<file path="src/rtl/bms_pkg.sv">
// Shared types and constants of the bracket match stack.
`timescale 1ns / 1ps

package bms_pkg;

   localparam int BMS_STACK_DEPTH = 64;

   localparam logic CMD_CHAR = 1'b0;
   localparam logic CMD_END  = 1'b1;

   localparam logic [2:0] STATUS_IGNORED   = 3'd0;
   localparam logic [2:0] STATUS_PUSHED    = 3'd1;
   localparam logic [2:0] STATUS_MATCHED   = 3'd2;
   localparam logic [2:0] STATUS_UNMATCHED = 3'd3;
   localparam logic [2:0] STATUS_UNCLOSED  = 3'd4;
   localparam logic [2:0] STATUS_CLEAN     = 3'd5;

   localparam logic [1:0] KIND_ROUND  = 2'd0;
   localparam logic [1:0] KIND_CURLY  = 2'd1;
   localparam logic [1:0] KIND_SQUARE = 2'd2;

   localparam logic [7:0] CHAR_ROUND_OPEN   = 8'h28;
   localparam logic [7:0] CHAR_ROUND_CLOSE  = 8'h29;
   localparam logic [7:0] CHAR_CURLY_OPEN   = 8'h7B;
   localparam logic [7:0] CHAR_CURLY_CLOSE  = 8'h7D;
   localparam logic [7:0] CHAR_SQUARE_OPEN  = 8'h5B;
   localparam logic [7:0] CHAR_SQUARE_CLOSE = 8'h5D;

   // One stack entry as held by a cell.
   typedef struct packed {
      logic        valid;
      logic [1:0]  kind;
      logic [15:0] line;
      logic [15:0] column;
   } entry_type;

   typedef enum logic [1:0] {
      CELL_HOLD,
      CELL_SHIFT_DOWN,
      CELL_SHIFT_UP
   } cell_op_type;

   typedef enum logic {
      ST_IDLE,
      ST_DRAIN
   } state_type;

endpackage

</file>
<file path="src/rtl/bracket_match_stack_unit.sv">
// Top level of the bracket match stack: control, result register and cell chain.
`timescale 1ns / 1ps

// Channel   Direction  Handshake              Carries
// req_      in         req_valid / req_ready  command, char_code, line, column
// rsp_      out        rsp_valid / rsp_ready  status, kind, line, column, flags, last
//
// A character item's single result is ready in the cycle after the item is
// taken; with rsp_ready held high one character item is accepted every cycle.
// An end-of-input item on an empty stack gives its result the next cycle. On a
// non-empty stack the cell chain shifts toward the deep end once per cycle,
// holding while an occupied deepest cell waits for the result register, and
// each entry is reported as it leaves the deepest cell; no item is accepted
// meanwhile. Reset is synchronous and empties the stack at once.

module bracket_match_stack_unit
   import bms_pkg::*;
#(
   parameter int STACK_DEPTH = BMS_STACK_DEPTH
) (
   input  logic        clock,
   input  logic        reset,

   input  logic        req_valid,
   output logic        req_ready,
   input  logic        req_command,
   input  logic [7:0]  req_char_code,
   input  logic [15:0] req_line,
   input  logic [15:0] req_column,

   output logic        rsp_valid,
   input  logic        rsp_ready,
   output logic [2:0]  rsp_status,
   output logic [1:0]  rsp_bracket_kind,
   output logic [15:0] rsp_report_line,
   output logic [15:0] rsp_report_column,
   output logic        rsp_overflow,
   output logic        rsp_syntax_error,
   output logic        rsp_last
);

   // Cell 0 is the top of the stack; occupied cells form a run from cell 0
   // while idle. The deepest cell is where the end-of-input report reads.
   entry_type   cells [STACK_DEPTH];
   entry_type   head_entry;
   entry_type   empty_entry;
   cell_op_type cell_op;

   state_type state_ff;
   state_type state_in;

   logic        error_flag_ff;
   logic        error_flag_in;

   logic        rsp_valid_ff;
   logic        rsp_valid_in;
   logic [2:0]  rsp_status_ff;
   logic [2:0]  rsp_status_in;
   logic [1:0]  rsp_kind_ff;
   logic [1:0]  rsp_kind_in;
   logic [15:0] rsp_line_ff;
   logic [15:0] rsp_line_in;
   logic [15:0] rsp_column_ff;
   logic [15:0] rsp_column_in;
   logic        rsp_overflow_ff;
   logic        rsp_overflow_in;
   logic        rsp_syntax_ff;
   logic        rsp_syntax_in;
   logic        rsp_last_ff;
   logic        rsp_last_in;
   logic        load_rsp;

   logic        out_free;
   logic        accept;
   logic        is_open;
   logic        is_close;
   logic [1:0]  dec_kind;
   logic [15:0] column_plus_one;
   logic        stack_full;
   logic        top_match;
   logic        drain_emit;
   logic        drain_done;

   assign empty_entry = '0;

   // The result register may be reloaded in the cycle its transfer completes.
   assign out_free  = !rsp_valid_ff || rsp_ready;
   assign req_ready = (state_ff == ST_IDLE) && out_free;
   assign accept    = req_valid && req_ready;

   assign column_plus_one = req_column + 16'd1;
   assign stack_full      = cells[STACK_DEPTH-1].valid;
   assign top_match       = cells[0].valid && (cells[0].kind == dec_kind);

   // While draining, the deepest cell is reported once the result register
   // is free; it is the last one when the cell above it is already empty.
   assign drain_emit = cells[STACK_DEPTH-1].valid && out_free;
   assign drain_done = drain_emit && !cells[STACK_DEPTH-2].valid;

   always_comb begin
      is_open  = 1'b0;
      is_close = 1'b0;
      dec_kind = KIND_ROUND;
      case (req_char_code)
         CHAR_ROUND_OPEN: begin
            is_open  = 1'b1;
            dec_kind = KIND_ROUND;
         end
         CHAR_ROUND_CLOSE: begin
            is_close = 1'b1;
            dec_kind = KIND_ROUND;
         end
         CHAR_CURLY_OPEN: begin
            is_open  = 1'b1;
            dec_kind = KIND_CURLY;
         end
         CHAR_CURLY_CLOSE: begin
            is_close = 1'b1;
            dec_kind = KIND_CURLY;
         end
         CHAR_SQUARE_OPEN: begin
            is_open  = 1'b1;
            dec_kind = KIND_SQUARE;
         end
         CHAR_SQUARE_CLOSE: begin
            is_close = 1'b1;
            dec_kind = KIND_SQUARE;
         end
         default: begin
            is_open  = 1'b0;
            is_close = 1'b0;
         end
      endcase
   end

   // Next state.
   always_comb begin
      state_in = state_ff;
      case (state_ff)
         ST_IDLE: begin
            if (accept && (req_command == CMD_END) && cells[0].valid) begin
               state_in = ST_DRAIN;
            end
         end
         ST_DRAIN: begin
            if (drain_done) begin
               state_in = ST_IDLE;
            end
         end
         default: state_in = ST_IDLE;
      endcase
   end

   // Outputs of the controller: chain operation, result load and flag update.
   always_comb begin
      cell_op         = CELL_HOLD;
      head_entry      = empty_entry;
      load_rsp        = 1'b0;
      rsp_status_in   = rsp_status_ff;
      rsp_kind_in     = rsp_kind_ff;
      rsp_line_in     = rsp_line_ff;
      rsp_column_in   = rsp_column_ff;
      rsp_overflow_in = rsp_overflow_ff;
      rsp_syntax_in   = rsp_syntax_ff;
      rsp_last_in     = rsp_last_ff;
      error_flag_in   = error_flag_ff;
      case (state_ff)
         ST_IDLE: begin
            if (accept) begin
               load_rsp        = 1'b1;
               rsp_kind_in     = dec_kind;
               rsp_line_in     = req_line;
               rsp_column_in   = column_plus_one;
               rsp_overflow_in = 1'b0;
               rsp_syntax_in   = error_flag_ff;
               rsp_last_in     = 1'b1;
               if (req_command == CMD_END) begin
                  // A non-empty stack is reported from the drain state instead.
                  load_rsp      = !cells[0].valid;
                  rsp_status_in = STATUS_CLEAN;
                  rsp_kind_in   = KIND_ROUND;
                  rsp_line_in   = '0;
                  rsp_column_in = '0;
                  if (!cells[0].valid) begin
                     error_flag_in = 1'b0;
                  end
               end else if (is_open) begin
                  rsp_status_in   = STATUS_PUSHED;
                  rsp_overflow_in = stack_full;
                  if (!stack_full) begin
                     cell_op    = CELL_SHIFT_DOWN;
                     head_entry = '{valid: 1'b1, kind: dec_kind, line: req_line,
                                    column: column_plus_one};
                  end
               end else if (is_close) begin
                  if (top_match) begin
                     rsp_status_in = STATUS_MATCHED;
                     cell_op       = CELL_SHIFT_UP;
                  end else begin
                     rsp_status_in = STATUS_UNMATCHED;
                     rsp_syntax_in = 1'b1;
                     error_flag_in = 1'b1;
                  end
               end else begin
                  rsp_status_in = STATUS_IGNORED;
                  rsp_kind_in   = KIND_ROUND;
                  rsp_line_in   = '0;
                  rsp_column_in = '0;
               end
            end
         end
         ST_DRAIN: begin
            // Empty deep cells are skipped by shifting; an occupied deepest
            // cell waits until the result register can take it.
            if (!cells[STACK_DEPTH-1].valid || drain_emit) begin
               cell_op = CELL_SHIFT_DOWN;
            end
            if (drain_emit) begin
               load_rsp        = 1'b1;
               rsp_status_in   = STATUS_UNCLOSED;
               rsp_kind_in     = cells[STACK_DEPTH-1].kind;
               rsp_line_in     = cells[STACK_DEPTH-1].line;
               rsp_column_in   = cells[STACK_DEPTH-1].column;
               rsp_overflow_in = 1'b0;
               rsp_syntax_in   = error_flag_ff;
               rsp_last_in     = drain_done;
            end
            if (drain_done) begin
               error_flag_in = 1'b0;
            end
         end
         default: begin
            cell_op = CELL_HOLD;
         end
      endcase
   end

   assign rsp_valid_in = load_rsp || (rsp_valid_ff && !rsp_ready);

   always_ff @(posedge clock) begin
      if (reset) begin
         state_ff      <= ST_IDLE;
         error_flag_ff <= 1'b0;
         rsp_valid_ff  <= 1'b0;
      end else begin
         state_ff      <= state_in;
         error_flag_ff <= error_flag_in;
         rsp_valid_ff  <= rsp_valid_in;
      end
   end

   always_ff @(posedge clock) begin
      rsp_status_ff   <= rsp_status_in;
      rsp_kind_ff     <= rsp_kind_in;
      rsp_line_ff     <= rsp_line_in;
      rsp_column_ff   <= rsp_column_in;
      rsp_overflow_ff <= rsp_overflow_in;
      rsp_syntax_ff   <= rsp_syntax_in;
      rsp_last_ff     <= rsp_last_in;
   end

   // The cell chain. All cells share one operation; the ends are fed the new
   // entry at the top and an empty entry at the deep end.
   for (genvar i = 0; i < STACK_DEPTH; i++) begin : g_cell
      entry_type prev_entry;
      entry_type next_entry;

      if (i == 0) begin : g_top
         assign prev_entry = head_entry;
      end else begin : g_mid_prev
         assign prev_entry = cells[i-1];
      end

      if (i == STACK_DEPTH - 1) begin : g_bottom
         assign next_entry = empty_entry;
      end else begin : g_mid_next
         assign next_entry = cells[i+1];
      end

      bms_cell u_cell (
         .clock      (clock),
         .reset      (reset),
         .cell_op    (cell_op),
         .prev_entry (prev_entry),
         .next_entry (next_entry),
         .entry      (cells[i])
      );
   end

   assign rsp_valid         = rsp_valid_ff;
   assign rsp_status        = rsp_status_ff;
   assign rsp_bracket_kind  = rsp_kind_ff;
   assign rsp_report_line   = rsp_line_ff;
   assign rsp_report_column = rsp_column_ff;
   assign rsp_overflow      = rsp_overflow_ff;
   assign rsp_syntax_error  = rsp_syntax_ff;
   assign rsp_last          = rsp_last_ff;

   // While idle, any held entry implies the top cell is held too.
   a_top_filled_first : assert property (@(posedge clock) disable iff (reset)
      (state_ff == ST_IDLE) && cells[1].valid |-> cells[0].valid)
      else $error("stack entries are not packed against the top cell");

   // End of input on a non-empty stack starts the drain.
   a_drain_starts : assert property (@(posedge clock) disable iff (reset)
      accept && (req_command == CMD_END) && cells[0].valid |=> (state_ff == ST_DRAIN))
      else $error("end of input on a non-empty stack did not start the drain");

   // Leaving the drain leaves an empty stack and a clear error flag.
   a_drain_clears : assert property (@(posedge clock) disable iff (reset)
      (state_ff == ST_IDLE) && ($past(state_ff) == ST_DRAIN)
      |-> !error_flag_ff && !cells[0].valid && !cells[STACK_DEPTH-1].valid)
      else $error("drain ended with entries or the error flag left over");

   // A push never lands on a full chain.
   a_no_push_when_full : assert property (@(posedge clock) disable iff (reset)
      (state_ff == ST_IDLE) && (cell_op == CELL_SHIFT_DOWN) |-> !stack_full)
      else $error("push shifted an entry out of the deepest cell");

endmodule

</file>
<file path="src/rtl/bms_cell.sv">
// One cell of the stack chain: holds one entry and moves it to a neighbor.
`timescale 1ns / 1ps

module bms_cell
   import bms_pkg::*;
(
   input  logic        clock,
   input  logic        reset,
   input  cell_op_type cell_op,
   input  entry_type   prev_entry,
   input  entry_type   next_entry,
   output entry_type   entry
);

   entry_type entry_ff;
   entry_type entry_in;

   // Shift down takes the entry nearer the top; shift up takes the deeper one.
   always_comb begin
      case (cell_op)
         CELL_SHIFT_DOWN: entry_in = prev_entry;
         CELL_SHIFT_UP:   entry_in = next_entry;
         default:         entry_in = entry_ff;
      endcase
   end

   always_ff @(posedge clock) begin
      if (reset) begin
         entry_ff <= '0;
      end else begin
         entry_ff <= entry_in;
      end
   end

   assign entry = entry_ff;

endmodule

</file>
<file path="config.mk">
export PLATFORM = sky130hd
export DESIGN_NAME = bracket_match_stack_unit
export DESIGN_NICKNAME = d
export VERILOG_FILES = /design/src/rtl/bms_pkg.sv /design/src/rtl/bracket_match_stack_unit.sv /design/src/rtl/bms_cell.sv
export SDC_FILE = /design/constraint.sdc
export NUM_CORES = 2
export LEC_CHECK = 0
export BUFFER_PORTS_ARGS = -buffer_cell sky130_fd_sc_hd__buf_2
export CAP_MARGIN = 20
export CORE_MARGIN = 2
export CORE_UTILIZATION = 60
export CTS_CLUSTER_SIZE = 14
export DETAILED_ROUTE_END_ITERATION = 10
export GPL_ROUTABILITY_DRIVEN = 0
export GPL_TIMING_DRIVEN = 0
export PLACE_DENSITY = 0.76
export SLEW_MARGIN = 20
export SYNTH_ARGS = -nofsm -noshare
export SYNTH_HDL_FRONTEND = slang
export SYNTH_SLANG_ARGS = --single-unit
</file>
<file path="constraint.sdc">
create_clock -name clock -period 6.55 [get_ports clock]
set_clock_uncertainty 0.15 [all_clocks]
set_input_delay 1.31 -clock clock [delete_from_list [all_inputs] [get_ports clock]]
set_output_delay 1.31 -clock clock [all_outputs]
set_load 0.01 [all_outputs]
</file>
# After elaboration in Yosys (flattened, before gate mapping)
# Index checks and enable logic that the tools add are counted.
[word_totals]
word_cells = 436
ff_bits = 2283
[classes]
n_addsub = 1
n_bitwise = 1
n_eq_ne = 13
n_mux = 132
n_reduce_logical = 23
[ops]
columns = ["operator", "n"]
rows = [
  ["case mux 35 bit (2 select lines)", 64],
  ["2-to-1 mux 35 bit", 5],
  ["2-to-1 mux 16 bit", 10],
  ["case mux 16 bit (2 select lines)", 2],
  ["== test 8 x 7 -> 1 bit, second input constant", 4],
  ["2-to-1 mux 1 bit", 26],
  ["2-to-1 mux 2 bit", 10],
  ["adder 16 x 1 -> 16 bit, second input constant", 1],
  ["== test 8 x 6 -> 1 bit, second input constant", 2],
  ["2-to-1 mux 3 bit", 5],
  ["case mux 1 bit (2 select lines)", 6],
  ["case mux 2 bit (2 select lines)", 3],
  ["logical AND 1 bit", 8],
  ["case mux 3 bit (2 select lines)", 1],
  ["OR reduction 3 bit", 2],
  ["logical NOT 1 bit", 5],
  ["inequality test 2 x 1 -> 1 bit, second input constant", 2],
  ["OR reduction 2 bit", 2],
  ["logical OR 1 bit", 3],
  ["inequality test 3 bit, second input constant", 1],
  ["AND reduction 3 bit", 1],
  ["== test 2 x 1 -> 1 bit, second input constant", 1],
  ["== test 2 bit", 1],
  ["== test 2 bit, second input constant", 1],
  ["4 further kinds", 4],
]

# Logic depth before layout (Yosys ltp)
[depth]
depth_word = 13
mapped_depth = 14
depth_no_buf = 11

# By module
# From an unflattened synthesis, not the netlist that was laid out.
[hier_totals]
cells_unflattened = 10359
hier_area_um2 = 110312.0
[modules_own_cells]
columns = ["module", "area_each_um2", "cells_per_inst", "instances"]
rows = [
  ["bms_cell", 1684.1, 158, 64],
  ["bracket_match_stack_unit", 2528.7, 247, 1],
]

# Worst setup path after synthesis
# No wires, ideal clock.
[synth_timing]
path_type = "input port to flip-flop"
from = "input req_char_code[6]"
to = "register g_cell[10].u_cell.entry_ff, in the netlist g_cell[10].u_cell.entry[10]"
n_path_buf = 4
arrival_time_ps = 4371
setup_ps = 128
required_time_ps = 6272
path_slack_ps = 1901
stages = 13
path_cell_list = "or4b_1 > nor3_1 > a21oi_1 > nor4b_1 > ha_1 > clkbuf_1 > buf_2 > clkbuf_1 > buf_1 > mux2i_1 > nor2_1 > a21oi_1 > nor2_1"
[synth_via]
elab_chain_len = 13
[synth_rtl]
columns = ["element", "line_no", "source"]
rows = [
  ["from (decl)", "bracket_match_stack_unit.sv:27", "input logic [7:0] req_char_code,"],
  ["== test 8 x 7 -> 1 bit", "bracket_match_stack_unit.sv:104", "case (req_char_code)"],
  ["OR reduction 2 bit (no line)", "-", ""],
  ["case mux 2 bit (2 select lines)", "bracket_match_stack_unit.sv:104", ""],
  ["== test 2 bit", "bracket_match_stack_unit.sv:93", "assign top_match = cells[0].valid && (cells[0].kind == dec_kind);"],
  ["logical AND 1 bit", "bracket_match_stack_unit.sv:93", ""],
  ["2-to-1 mux 2 bit", "bracket_match_stack_unit.sv:196", "if (top_match) begin"],
  ["2-to-1 mux 2 bit", "bracket_match_stack_unit.sv:195", "end else if (is_close) begin"],
  ["2-to-1 mux 2 bit *", "bracket_match_stack_unit.sv:187", "end else if (is_open) begin"],
  ["2-to-1 mux 2 bit *", "bracket_match_stack_unit.sv:177", "if (req_command == CMD_END) begin"],
  ["2-to-1 mux 2 bit *", "bracket_match_stack_unit.sv:169", "if (accept) begin"],
  ["case mux 2 bit (2 select lines) *", "bracket_match_stack_unit.sv:167", "case (state_ff)"],
  ["== test 2 bit or == test 2 x 1 -> 1 bit (tied branches)", "bms_cell.sv:20", "case (cell_op)"],
  ["case mux 35 bit (2 select lines) or nonzero test 2 bit (tied branches)", "-", ""],
  ["to (signal assigned)", "bms_cell.sv:31", "entry_ff <= entry_in;"],
  ["to (decl)", "bms_cell.sv:15", "entry_type entry_ff;"],
]
# Every way passes the cells marked *; elsewhere a longest branch is shown, timed or not.
# A chain may end at the register's enable or synchronous reset.

# Worst setup path after layout
[layout_timing]
from = "input req_char_code[1]"
to = "register g_cell[46].u_cell.entry_ff, in the netlist g_cell[46].u_cell.entry[15]"
[layout_via]
elab_chain_len = 13
[layout_rtl]
columns = ["element", "line_no"]
rows = [
  ["== test 8 x 7 -> 1 bit", "bracket_match_stack_unit.sv:104"],
  ["OR reduction 2 bit (no line)", "-"],
  ["case mux 2 bit (2 select lines)", "bracket_match_stack_unit.sv:104"],
  ["== test 2 bit", "bracket_match_stack_unit.sv:93"],
  ["logical AND 1 bit", "bracket_match_stack_unit.sv:93"],
  ["2-to-1 mux 2 bit", "bracket_match_stack_unit.sv:196"],
  ["2-to-1 mux 2 bit", "bracket_match_stack_unit.sv:195"],
  ["2-to-1 mux 2 bit *", "bracket_match_stack_unit.sv:187"],
  ["2-to-1 mux 2 bit *", "bracket_match_stack_unit.sv:177"],
  ["2-to-1 mux 2 bit *", "bracket_match_stack_unit.sv:169"],
  ["case mux 2 bit (2 select lines) *", "bracket_match_stack_unit.sv:167"],
  ["== test 2 bit or == test 2 x 1 -> 1 bit (tied branches)", "bms_cell.sv:20"],
  ["case mux 35 bit (2 select lines) or nonzero test 2 bit (tied branches)", "-"],
  ["to (signal assigned)", "bms_cell.sv:31"],
  ["to (decl)", "bms_cell.sv:15"],
]
# Marks and branches as above.

==> results.txt <==
status -> complete, no violations
most frequent cells in the layout -> nor2_1, dfxtp_1, a21oi_1
Starting DRT DRC Count -> 9990
Worst Setup Start Kind -> input pin
Place WS -> -0.442 ns
wire per inst -> 21.3 um
TritonRoute pass-1 iters -> 6
vias -> 90600
fin nets -> 12700
Synth Area in Simple Gates -> 17.2%
post-synth cell types -> 48
HP Start -> g_cell[0].u_cell.entry[10]
Worst R2R Setup Slack -> 0.56 ns
Setup crit end -> g_cell[46].u_cell.entry[15]
Post-CTS Hold Buffers -> 0
Seq/Total Area, Yosys -> 45.6%
largest family of logic cells by synthesized area -> multiplexers
highest cell delay on the worst timing path -> 1.01 ns
CTS H-tree depth -> 4
Synth Area in Adders -> 0.0371%
RSZ-0062 raised after global routing -> no
post-synth top area share -> 44.4%
CP Class -> input pin to flop
Tmin final -> 6.40 ns
Layout area overhead -> 10.7%
Worst EP arrival -> 7.00 ns
# rows -> 150
mux share of post-synthesis cell area -> 21.5%
fill cell count -> 13300
Yosys reg bits -> 2283
total track usage -> 35.6%
Antenna Nets Post-Route -> 0
Reg area -> 46100 um2
Worst-Margin Slew -> 1.24 ns
Post-DP Area -> 104000 um2
max-slew violation total from the final report -> 0
WP buf/inv -> 4
ranking of synthesized cells by area -> dfxtp_1, mux2i_1, nor2_1
Initial Utilization -> 60.4%
final wirelength -> 320000 um
number of CTS-inserted buffers -> 225
pin count of the biggest net entering global routing -> 26
endpoints failing hold -> 0
Peak VDD IR -> 344 uV
vias per cell -> 6.02
io pins -> 87
Avg Inst Size Synth -> 8.19 um2
Crit Reg-Reg Endpoint -> g_cell[46].u_cell.entry[15]
initial antenna violation count -> 7
R2R Path Start -> g_cell[0].u_cell.entry[34]
xor/xnor share of the synthesized area -> 0.130%
CP top delay family -> buffers and inverters
CTS Buffer Depth -> 3
Synth area leader -> dfxtp_1
setup ws final -> 0.146 ns
fmax -> 0.156 GHz
CORE AREA -> 167000 um2
syn_nets -> 12400
IO buf count -> 84
ys async rst share -> 0%
pwr dens -> 247 nW/um2
leading cell type in the layout, fill and taps excluded -> nor2_1
post-DP HPWL -> 242000 um
CTS tree -> done
Power, Total -> 0.0277 W
number of remaining DRC errors -> 0
clock root buffer -> clkbuf_16
Congestion Overflow GR -> 0
top_reg_cell synth -> dfxtp_1
Tcrit/Tclk final -> 97.8%
critical path depth -> 13
Crit-path slowest cell -> mux2i_1
Final Util -> 66.9%
Clock Latency Late Sink -> 0.88 ns
Critical path origin -> req_char_code[1]
mapped cell area -> 101000 um2
vias in the first global route -> 85000
Multi-input gate area -> 51100 um2
design area -> 112000 um2
CTS sink cnt -> 2283
setup bufs post-CTS -> 0
Final setup viols -> 0
Die ar. -> 172000 um2
Die X -> 414 um
Post-synth EDFFs -> 40
first-pass GRT wire length -> 489000 um
Worst-path clk slew -> 0.06 ns
yosys warns -> 0
Worst R2R Path Depth -> 12
CP endpoint kind -> flop
layout cells sized above 1 -> 3.68%
Synth Area in Compound Gates -> 11.7%
post-CTS sizing -> 0
worst min path class -> flop to flop
max-cap violation count -> 0
Critical Path RT -> 7.14 ns
critical path, cell by cell -> buf_2 > or4b_1 > nor3_1 > a21oi_1 > nor4b_1 > ha_1 > clkbuf_1 > clkbuf_1 > clkbuf_2 > mux2i_1 > nor2_1 > a21oi_1 > nor2_1
worst rel slew slack -> 17.4%
Die H -> 414 um
LEAKAGE -> 32.4 nW
synthesized instance count -> 12300
crit path max fanout -> 10
-- cell families after synthesis --
kind of cell / count (synthesis)
adder cells (fa/ha/maj): 3
multiplexers: 2170
flip-flops: 2283
XOR/XNOR: 15
AND/OR/NAND/NOR: 4550
buffers and inverters: 1019
AO/OA/AOI/OAI: 2301
-- through the flow --
step           hold WS [ns]  setup TNS [ns]  cells
2_1_floorplan         0.300               0  12300
3_5_place_dp          0.328          -21.69  14600
4_1_cts               0.347               0  15000
3_3_place_gp          0.327          -75.79  14600
6_report              0.356               0  15100
5_1_grt               0.379               0  15100
-- metal layers --
layer | vias up | part of all wire (%) | track usage, %
met5 | - | 0.0097 | 0
met4 | 4 | 6.1 | 20.8
met3 | 945 | 9.5 | 7.05
met2 | 4348 | 45 | 56.1
met1 | 43100 | 40 | 45.6
li1 | 42200 | - | -
-- how the worst min path moves through the flow --
| stage | end | slack (ns) | cells after the start |
|---|---|---|---|
| floorplan | g_cell[0].u_cell.entry[10] | 0.30 | 2 |
| global route | g_cell[0].u_cell.entry[10] | 0.38 | 2 |
| detailed placement | g_cell[0].u_cell.entry[8] | 0.33 | 2 |
| finish | g_cell[0].u_cell.entry[10] | 0.36 | 2 |
| CTS | g_cell[0].u_cell.entry[8] | 0.35 | 2 |
| global placement | g_cell[0].u_cell.entry[8] | 0.33 | 2 |
-- worst min-delay path, cell delays in order (launching register included) --
cell and delay (ns):
dfxtp_1 0.33, inv_1 0.05, a221oi_1 0.07
-- report_power, final --
group / switching (W) / internal [W] / total (W)
Clock: 0.00568 / 0.00757 / 0.0133
Sequential: 0.00000794 / 0.0139 / 0.0139
Combinational: 0.000399 / 0.0000783 / 0.000477
-- synth_stat cells (2+ instances only) --
library cell,instances
a21oi_1,2219
a221oi_1,29
a22o_1,24
a31oi_1,3
and3_1,2
and4b_1,2
buf_1,162
buf_2,3
clkbuf_1,842
dfxtp_1,2243
edfxtp_1,40
ha_1,3
inv_1,10
mux2i_1,2170
nand2_1,27
nand2b_1,8
nand3_1,9
nand4_1,2
nor2_1,4396
nor2b_1,27
nor3_1,31
nor3b_1,36
o21a_1,2
o21ai_0,10
o32ai_1,5
xnor2_1,9
xor2_1,6
-- flip-flops by register name (all words and copies together), names as in the netlist --
name / count
g_cell.u_cell.entry: 2240
rsp_report_column: 16
rsp_report_line: 16
rsp_status: 3
rsp_bracket_kind: 2
error_flag_ff: 1
rsp_last: 1
rsp_overflow: 1
rsp_syntax_error: 1
rsp_valid: 1
state_ff: 1
-- layout make-up --
type / instances / share of cell area (%)
flip-flops and latches: 2283 / 41.2
inverters: 10 / 0.0335
clock inverters: 76 / 0.813
repair buffers: 86 / 0.414
diodes: 5 / 0.0112
multi-input cells: 9039 / 45.7
clock buffers: 340 / 5.96
plain buffers: 1009 / 3.41
well taps: 2204 / 2.46
No activity file was read; power rests on OpenSTA's default activity.
